===== src/design/assert_macros.svh =====
// Assertion helpers used by line_aware_char_fifo.
`ifndef ASSERT_MACROS_SVH
`define ASSERT_MACROS_SVH

// Expression must hold at every clock edge outside reset.
`define ASSERT_ALWAYS(label, clk, rstn, expr, msg) \
    label: assert property (@(posedge clk) disable iff (!(rstn)) (expr)) \
        else $error(msg);

// Antecedent in one cycle implies consequent in the next.
`define ASSERT_NEXT(label, clk, rstn, ante, cons, msg) \
    label: assert property (@(posedge clk) disable iff (!(rstn)) (ante) |=> (cons)) \
        else $error(msg);

`endif


===== src/design/lacf_pkg.sv =====
`timescale 1ns / 1ps
// ----------------------------------------------------------------------------
// lacf_pkg: shared constants and types
// Sizes of the cell chain and occupancy counters, operation codes, characters.
// ----------------------------------------------------------------------------
package lacf_pkg;

    // Depth figure; the chain has DEPTH-1 cells, so DEPTH-1 bytes are held
    localparam int DEPTH     = 64;
    localparam int NUM_CELLS = DEPTH - 1;
    localparam int CNT_W     = (DEPTH > 2) ? $clog2(DEPTH) : 1;

    typedef logic [CNT_W-1:0] cnt_t;
    typedef logic [7:0]       char_t;

    localparam cnt_t CNT_FULL = cnt_t'(NUM_CELLS);
    localparam cnt_t CNT_ZERO = '0;
    localparam cnt_t CNT_ONE  = cnt_t'(1);

    // Operation codes
    localparam logic OP_PUT = 1'b0;
    localparam logic OP_GET = 1'b1;

    // Characters of interest
    localparam char_t CHAR_NEWLINE = 8'h0A;
    localparam char_t CHAR_NUL     = 8'h00;

endpackage


===== src/design/line_aware_char_fifo.sv =====
`timescale 1ns / 1ps
`include "assert_macros.svh"
// ----------------------------------------------------------------------------
// line_aware_char_fifo: byte FIFO with complete-line detection
// Chain of byte cells with the oldest byte at the front, plus fill and
// newline counters and a registered result stage.
// ----------------------------------------------------------------------------
// Each input beat is a put or a get and yields exactly one result beat. The
// block holds DEPTH-1 bytes in a row of cells: a put loads the first free
// cell, a get takes the front cell while every cell takes its neighbor's byte.
// A put to a full FIFO is dropped and a get from an empty one returns 0, both
// with done_res low. line_ready reports that at least one newline byte is
// held, from a running newline count. One beat is taken per clock cycle; the
// result register frees as its beat is taken, so the rate is set only by the
// output side's ready. Reset clears control state only, no clearing pass.
// ----------------------------------------------------------------------------
module line_aware_char_fifo (
    input  logic        aclk,
    input  logic        aresetn,
    input  logic        s_valid,
    output logic        s_ready,
    input  logic        s_operation,
    input  logic [7:0]  s_char_in,
    output logic        m_valid,
    input  logic        m_ready,
    output logic [7:0]  m_char_out,
    output logic        m_done_res,
    output logic        m_line_ready,
    output logic        m_is_empty
);

    lacf_pkg::char_t cell_data [lacf_pkg::NUM_CELLS];

    lacf_pkg::cnt_t  count_reg,   count_next;
    lacf_pkg::cnt_t  nl_cnt_reg,  nl_cnt_next;
    logic            m_valid_reg, m_valid_next;
    lacf_pkg::char_t m_char_reg,  m_char_next;
    logic            m_done_reg,  m_done_next;
    logic            m_line_reg,  m_line_next;
    logic            m_empty_reg, m_empty_next;

    logic            accept;
    logic            is_full;
    logic            is_empt;
    logic            put_ok;
    logic            get_ok;
    lacf_pkg::char_t head_char;

    // Handshake and operation decode
    assign s_ready   = !m_valid_reg || m_ready;
    assign accept    = s_valid && s_ready;
    assign is_full   = (count_reg == lacf_pkg::CNT_FULL);
    assign is_empt   = (count_reg == lacf_pkg::CNT_ZERO);
    assign put_ok    = accept && (s_operation == lacf_pkg::OP_PUT) && !is_full;
    assign get_ok    = accept && (s_operation == lacf_pkg::OP_GET) && !is_empt;
    assign head_char = cell_data[0];

    // Cell chain: cell i loads when it is the first free slot
    for (genvar i = 0; i < lacf_pkg::NUM_CELLS; i++) begin : g_cell
        localparam lacf_pkg::cnt_t CellIdx = lacf_pkg::cnt_t'(i);
        lacf_pkg::char_t from_above;

        if (i == lacf_pkg::NUM_CELLS - 1) begin : g_last
            assign from_above = lacf_pkg::CHAR_NUL;
        end else begin : g_mid
            assign from_above = cell_data[i+1];
        end

        lacf_cell u_cell (
            .aclk      (aclk),
            .load_en   (put_ok && (count_reg == CellIdx)),
            .shift_en  (get_ok),
            .load_data (s_char_in),
            .shift_in  (from_above),
            .data_out  (cell_data[i])
        );
    end

    // Counters and result stage next values
    always_comb begin
        count_next   = count_reg;
        nl_cnt_next  = nl_cnt_reg;
        m_valid_next = m_valid_reg;
        m_char_next  = m_char_reg;
        m_done_next  = m_done_reg;
        m_line_next  = m_line_reg;
        m_empty_next = m_empty_reg;

        if (put_ok) begin
            count_next = count_reg + lacf_pkg::CNT_ONE;
            if (s_char_in == lacf_pkg::CHAR_NEWLINE) begin
                nl_cnt_next = nl_cnt_reg + lacf_pkg::CNT_ONE;
            end
        end else if (get_ok) begin
            count_next = count_reg - lacf_pkg::CNT_ONE;
            if ((head_char == lacf_pkg::CHAR_NEWLINE) &&
                (nl_cnt_reg != lacf_pkg::CNT_ZERO)) begin
                nl_cnt_next = nl_cnt_reg - lacf_pkg::CNT_ONE;
            end
        end

        if (m_valid_reg && m_ready) begin
            m_valid_next = 1'b0;
        end
        if (accept) begin
            m_valid_next = 1'b1;
            m_char_next  = get_ok ? head_char : lacf_pkg::CHAR_NUL;
            m_done_next  = put_ok || get_ok;
            m_line_next  = (nl_cnt_next != lacf_pkg::CNT_ZERO);
            m_empty_next = (count_next == lacf_pkg::CNT_ZERO);
        end
    end

    // Control state with reset; result payload without
    always_ff @(posedge aclk) begin
        if (!aresetn) begin
            count_reg   <= lacf_pkg::CNT_ZERO;
            nl_cnt_reg  <= lacf_pkg::CNT_ZERO;
            m_valid_reg <= 1'b0;
        end else begin
            count_reg   <= count_next;
            nl_cnt_reg  <= nl_cnt_next;
            m_valid_reg <= m_valid_next;
        end
        m_char_reg  <= m_char_next;
        m_done_reg  <= m_done_next;
        m_line_reg  <= m_line_next;
        m_empty_reg <= m_empty_next;
    end

    assign m_valid      = m_valid_reg;
    assign m_char_out   = m_char_reg;
    assign m_done_res   = m_done_reg;
    assign m_line_ready = m_line_reg;
    assign m_is_empty   = m_empty_reg;

    // Checks
    `ASSERT_ALWAYS(a_nl_le_count, aclk, aresetn,
        nl_cnt_reg <= count_reg, "newline count exceeds fill")
    `ASSERT_ALWAYS(a_count_max, aclk, aresetn,
        count_reg <= lacf_pkg::CNT_FULL, "fill count overflow")
    `ASSERT_ALWAYS(a_empty_flag, aclk, aresetn,
        !m_valid_reg || (m_empty_reg == (count_reg == lacf_pkg::CNT_ZERO)),
        "empty flag out of step with fill")
    `ASSERT_ALWAYS(a_line_flag, aclk, aresetn,
        !m_valid_reg || (m_line_reg == (nl_cnt_reg != lacf_pkg::CNT_ZERO)),
        "line flag out of step with newline count")
    `ASSERT_NEXT(a_drop_keeps, aclk, aresetn, accept && !put_ok && !get_ok,
        $stable(count_reg) && $stable(nl_cnt_reg), "failed beat changed state")

endmodule


===== src/design/lacf_cell.sv =====
`timescale 1ns / 1ps
// ----------------------------------------------------------------------------
// lacf_cell: one byte slot of the FIFO chain
// Loads the incoming byte when it is the first free slot, or takes its upper
// neighbor's byte when the head byte leaves the chain.
// ----------------------------------------------------------------------------
module lacf_cell (
    input  logic             aclk,
    input  logic             load_en,
    input  logic             shift_en,
    input  lacf_pkg::char_t  load_data,
    input  lacf_pkg::char_t  shift_in,
    output lacf_pkg::char_t  data_out
);

    lacf_pkg::char_t data_reg;
    lacf_pkg::char_t data_next;

    // next byte: neighbor on a shift, new byte on a load, else hold
    always_comb begin
        data_next = data_reg;
        if (shift_en) begin
            data_next = shift_in;
        end else if (load_en) begin
            data_next = load_data;
        end
    end

    // payload only, no reset
    always_ff @(posedge aclk) begin
        data_reg <= data_next;
    end

    assign data_out = data_reg;

endmodule

===== config.mk =====
export PLATFORM = sky130hd
export DESIGN_NAME = line_aware_char_fifo
export DESIGN_NICKNAME = d
export VERILOG_FILES = /design/src/design/lacf_pkg.sv /design/src/design/line_aware_char_fifo.sv /design/src/design/lacf_cell.sv
export VERILOG_INCLUDE_DIRS = /design/src /design/src/design
export SDC_FILE = /design/constraint.sdc
export NUM_CORES = 1
export LEC_CHECK = 0
export ABC_AREA = 1
export BUFFER_PORTS_ARGS = -buffer_cell sky130_fd_sc_hd__buf_2
export CORE_MARGIN = 4
export CORE_UTILIZATION = 30
export CTS_BUF_LIST = sky130_fd_sc_hd__clkbuf_8
export DETAILED_ROUTE_END_ITERATION = 16
export SYNTH_ARGS = -nofsm -noshare
export SYNTH_HDL_FRONTEND = slang
export SYNTH_SLANG_ARGS = --single-unit
export TNS_END_PERCENT = 20

===== constraint.sdc =====
create_clock -name aclk -period 2.9 [get_ports aclk]
set_input_delay 0 -clock aclk [delete_from_list [all_inputs] [get_ports aclk]]
set_output_delay 0 -clock aclk [all_outputs]
set_load 0.01 [all_outputs]

==> flow_summary_export.csv <==
group,metric,value,unit
detailed_routing,drtAntennaViolNets,0,
timing,whs,0.173,ns
cells_and_area,largest_reg_flops,504,
detailed_routing,wl_per_cell,14.7,um
run,cap_violations,0,
worst_setup_path,r2r_slack,0.35,ns
clocking,cts_max_level,3,
synth,yosys_warnings,0,
worst_setup_path,path_class,"register to register",
detailed_routing,drtIter0Drc,1118,
worst_setup_path,rr_worst_depth,8,
synth,synth_cell_types,24,
clocking,insertion_delay,0.66,ns
clocking,cts_tree,"done",
min_path,hold_class,"input port to register",
clocking,cts_inserted_buffers,87,
min_path,worstHoldStart,"s_char_in[2]",
timing,fmax,0.392,GHz
cells_and_area,fillCellCount,7081,
worst_setup_path,critPathArrivalTime,2.90,ns
synth,synth_edf_count,507,
power_and_ir_drop,power_density,775,mW/mm^2
placed_design,dpl-instance-area,0.0229,sq mm
timing,slew_headroom,17.0,%
synth,yosysTopAreaCellShare,70.7,%
timing,clock-skew-final,0.0189,ns
placed_design,gp_congestion,0.838,
floorplanning,die_y,276,um
worst_setup_path,crit_path_end_kind,"register",
global_routing,grt_max_degree,157,
min_path,hold_end,"g_cell[62].u_cell.data_out[2]$_SDFFE_PN0P_",
floorplanning,core,0.0706,sq mm
synth,syn_nets,1974,
worst_setup_path,critPathMaxFanout,15,
synth,synth_most_common_cell,"nand2_1",
synth,ys_ff_latch,528,
synth,syn_inst,1953,
worst_setup_path,required,3.25,ns
synth,netlist_top_cells_count,"1070 x nand2_1, 507 x edfxtp_1, 66 x buf_2, 48 x nor2_1, 48 x o21ai_0",
floorplanning,rows,97,
cells_and_area,nets,2060,
outcome,status,"finished clean",
timing,setup_viol,0,
power_and_ir_drop,cellLeakagePower,0.00946,uW
floorplanning,ios,26,
synth,synthFlopType,"edfxtp_1",
worst_setup_path,r2r-start,"count_reg[0]$_SDFF_PN0_",
placed_design,port_buffers,25,
detailed_routing,vias,13800,
detailed_routing,wl_met2,19400,um
floorplanning,die_area,0.0761,sq mm
synth,avgSynthCellArea,11.0,sq um
worst_setup_path,cp-start-kind,"register",
synth,yosysSeqAreaShare,72.7,%
global_routing,overflow,0,
global_routing,grt_pass1_wl,73100,um
clocking,clk_path_buf_depth,3,
global_routing,grt_pass1_vias,13700,
worst_setup_path,r2r_end,"g_cell[32].u_cell.data_out[4]$_DFFE_PP_",
timing,fin_setup_tns,0,ns
detailed_routing,post_drt_via_cell_ratio,4.53,
detailed_routing,firstDrtPassIters,5,
synth,async_flop_share,0,%
clocking,cts_sinks,528,
timing,rsz0062_at_grt,"no",
timing,slew_violations,0,
cells_and_area,design_area,0.0247,sq mm
detailed_routing,highest_layer,"met4",
synth,synth_area_leaders,"edfxtp_1 71%, nand2_1 19%, dfxtp_1 2.0%, buf_2 1.5%, o21ai_0 1.1%",
synth,syn_area,0.0215,sq mm
timing,period_needed,2.55,ns
placed_design,dp_hpwl,25400,um
clocking,cts-root-buf,"clkbuf_8",
global_routing,grt_antenna_before_repair,0,
cells_and_area,multiInputGateArea,0.00509,sq mm
cells_and_area,area_delta_synth_final,14.5,%
power_and_ir_drop,irDropWorstVdd,0.607,mV
timing,hold_violations,0,
timing,worst_pin_slew,1.23,ns
cells_and_area,drive_above_1_share,11.1,%
floorplanning,die_w,276,um
global_routing,track_usage,11.9,%
detailed_routing,wl_met3,3020,um
detailed_routing,route.detailed.drc,0,
detailed_routing,wirelength,44800,um
cells_and_area,regArea,0.0156,sq mm
timing,fin_crit_sh,87.9,%
detailed_routing,wl_met1,21200,um
min_path,holdPathStages,4,
synth,synth.largest_area_cell,"edfxtp_1",
clocking,clk_pin_slew,0.06,ns
floorplanning,start_util,30.5,%
-- layout by cell type (no fill, tap or decap), types with 16 or more instances in the layout --
master    Yosys  final
nand2_1    1070   1061
edfxtp_1    507    507
clkbuf_8      0     91
buf_4        22     74
inv_1        36     66
nor2_1       48     48
o21ai_0      48     48
nand3_1      35     35
buf_2        66     25
dfxtp_1      21     21
clkinv_1      0     20
o31ai_1      16     16
-- stage by stage --
step	instances	setup slack [ns]	power, uW	utilization [%]
detailed placement	2877	0.401	13300	32.5
global route	3049	0.101	20100	34.9
finish	3050	0.350	19100	34.9
CTS	3049	0.394	19300	34.9
floorplan	1953	0.456	12200	-
global placement	2877	0.385	13200	32.5
-- worst max-delay path, cell delays in order (launching register included) --
cell     delay, ns
dfxtp_1       0.36
ha_1          0.29
nand3_1       0.11
nor2_1        0.05
nor2_2        0.11
buf_4         0.21
nand3_1       0.41
o21ai_0       0.44
buf_4         0.25
-- metal layers --
metal / GRT usage, % / up-vias
li1: - / 6614
met1: 16.9 / 6678
met2: 18.0 / 416
met3: 2.83 / 103
met4: 3.78 / 0
met5: 0 / -
-- power by group --
part           internal [uW]  leakage [uW]  switching, uW
registers               9840       0.00481            288
clock network           3010      0.000920           2950
logic                    851       0.00372           2160
-- cells by family (layout without fill, tap and decap cells) --
logic type | after synthesis | count (layout) | share of synthesized area [%]
XOR/XNOR | 7 | 7 | 0.285
adder cells (fa/ha/maj) | 8 | 8 | 0.465
buffers and inverters | 163 | 319 | 3.78
flip-flops | 528 | 528 | 72.7
AO/OA/AOI/OAI | 84 | 84 | 2.18
other | 0 | 1 | 0
AND/OR/NAND/NOR | 1163 | 1163 | 20.6
-- worst max-delay path by stage --
| stage | start | end | slack, ns | cells after the start |
|---|---|---|---|---|
| after global placement | count_reg[0]$_SDFF_PN0_ | g_cell[32].u_cell.data_out[4]$_DFFE_PP_ | 0.39 | 8 |
| after detailed placement | count_reg[0]$_SDFF_PN0_ | m_line_ready$_DFFE_PN_ | 0.40 | 12 |
| after global routing | count_reg[0]$_SDFF_PN0_ | m_line_ready$_DFFE_PN_ | 0.10 | 10 |
| after floorplan | m_valid$_SDFFE_PN0P_ | g_cell[1].u_cell.data_out[0]$_DFFE_PP_ | 0.46 | 5 |
| final | count_reg[0]$_SDFF_PN0_ | g_cell[32].u_cell.data_out[4]$_DFFE_PP_ | 0.35 | 8 |
| after CTS | count_reg[0]$_SDFF_PN0_ | g_cell[32].u_cell.data_out[4]$_DFFE_PP_ | 0.39 | 8 |
-- what timing repair did --
item / 4_1_cts / 5_1_grt
setup buffers: 0 / 0
hold buffers: 13 / 0
resized for setup: 0 / 0
hold endpoints to repair: 444 / 0
-- final cells by class --
type                    count  area share (%)
clock buffers              91            5.08
flip-flops and latches    528            63.5
multi-input cells        1262            20.7
well taps                 940            4.77
clock inverters            68            1.35
diodes                      1          0.0101
inverters                  38           0.579
repair buffers            122            4.10
Note: power is estimated with default switching activity, not from simulation.
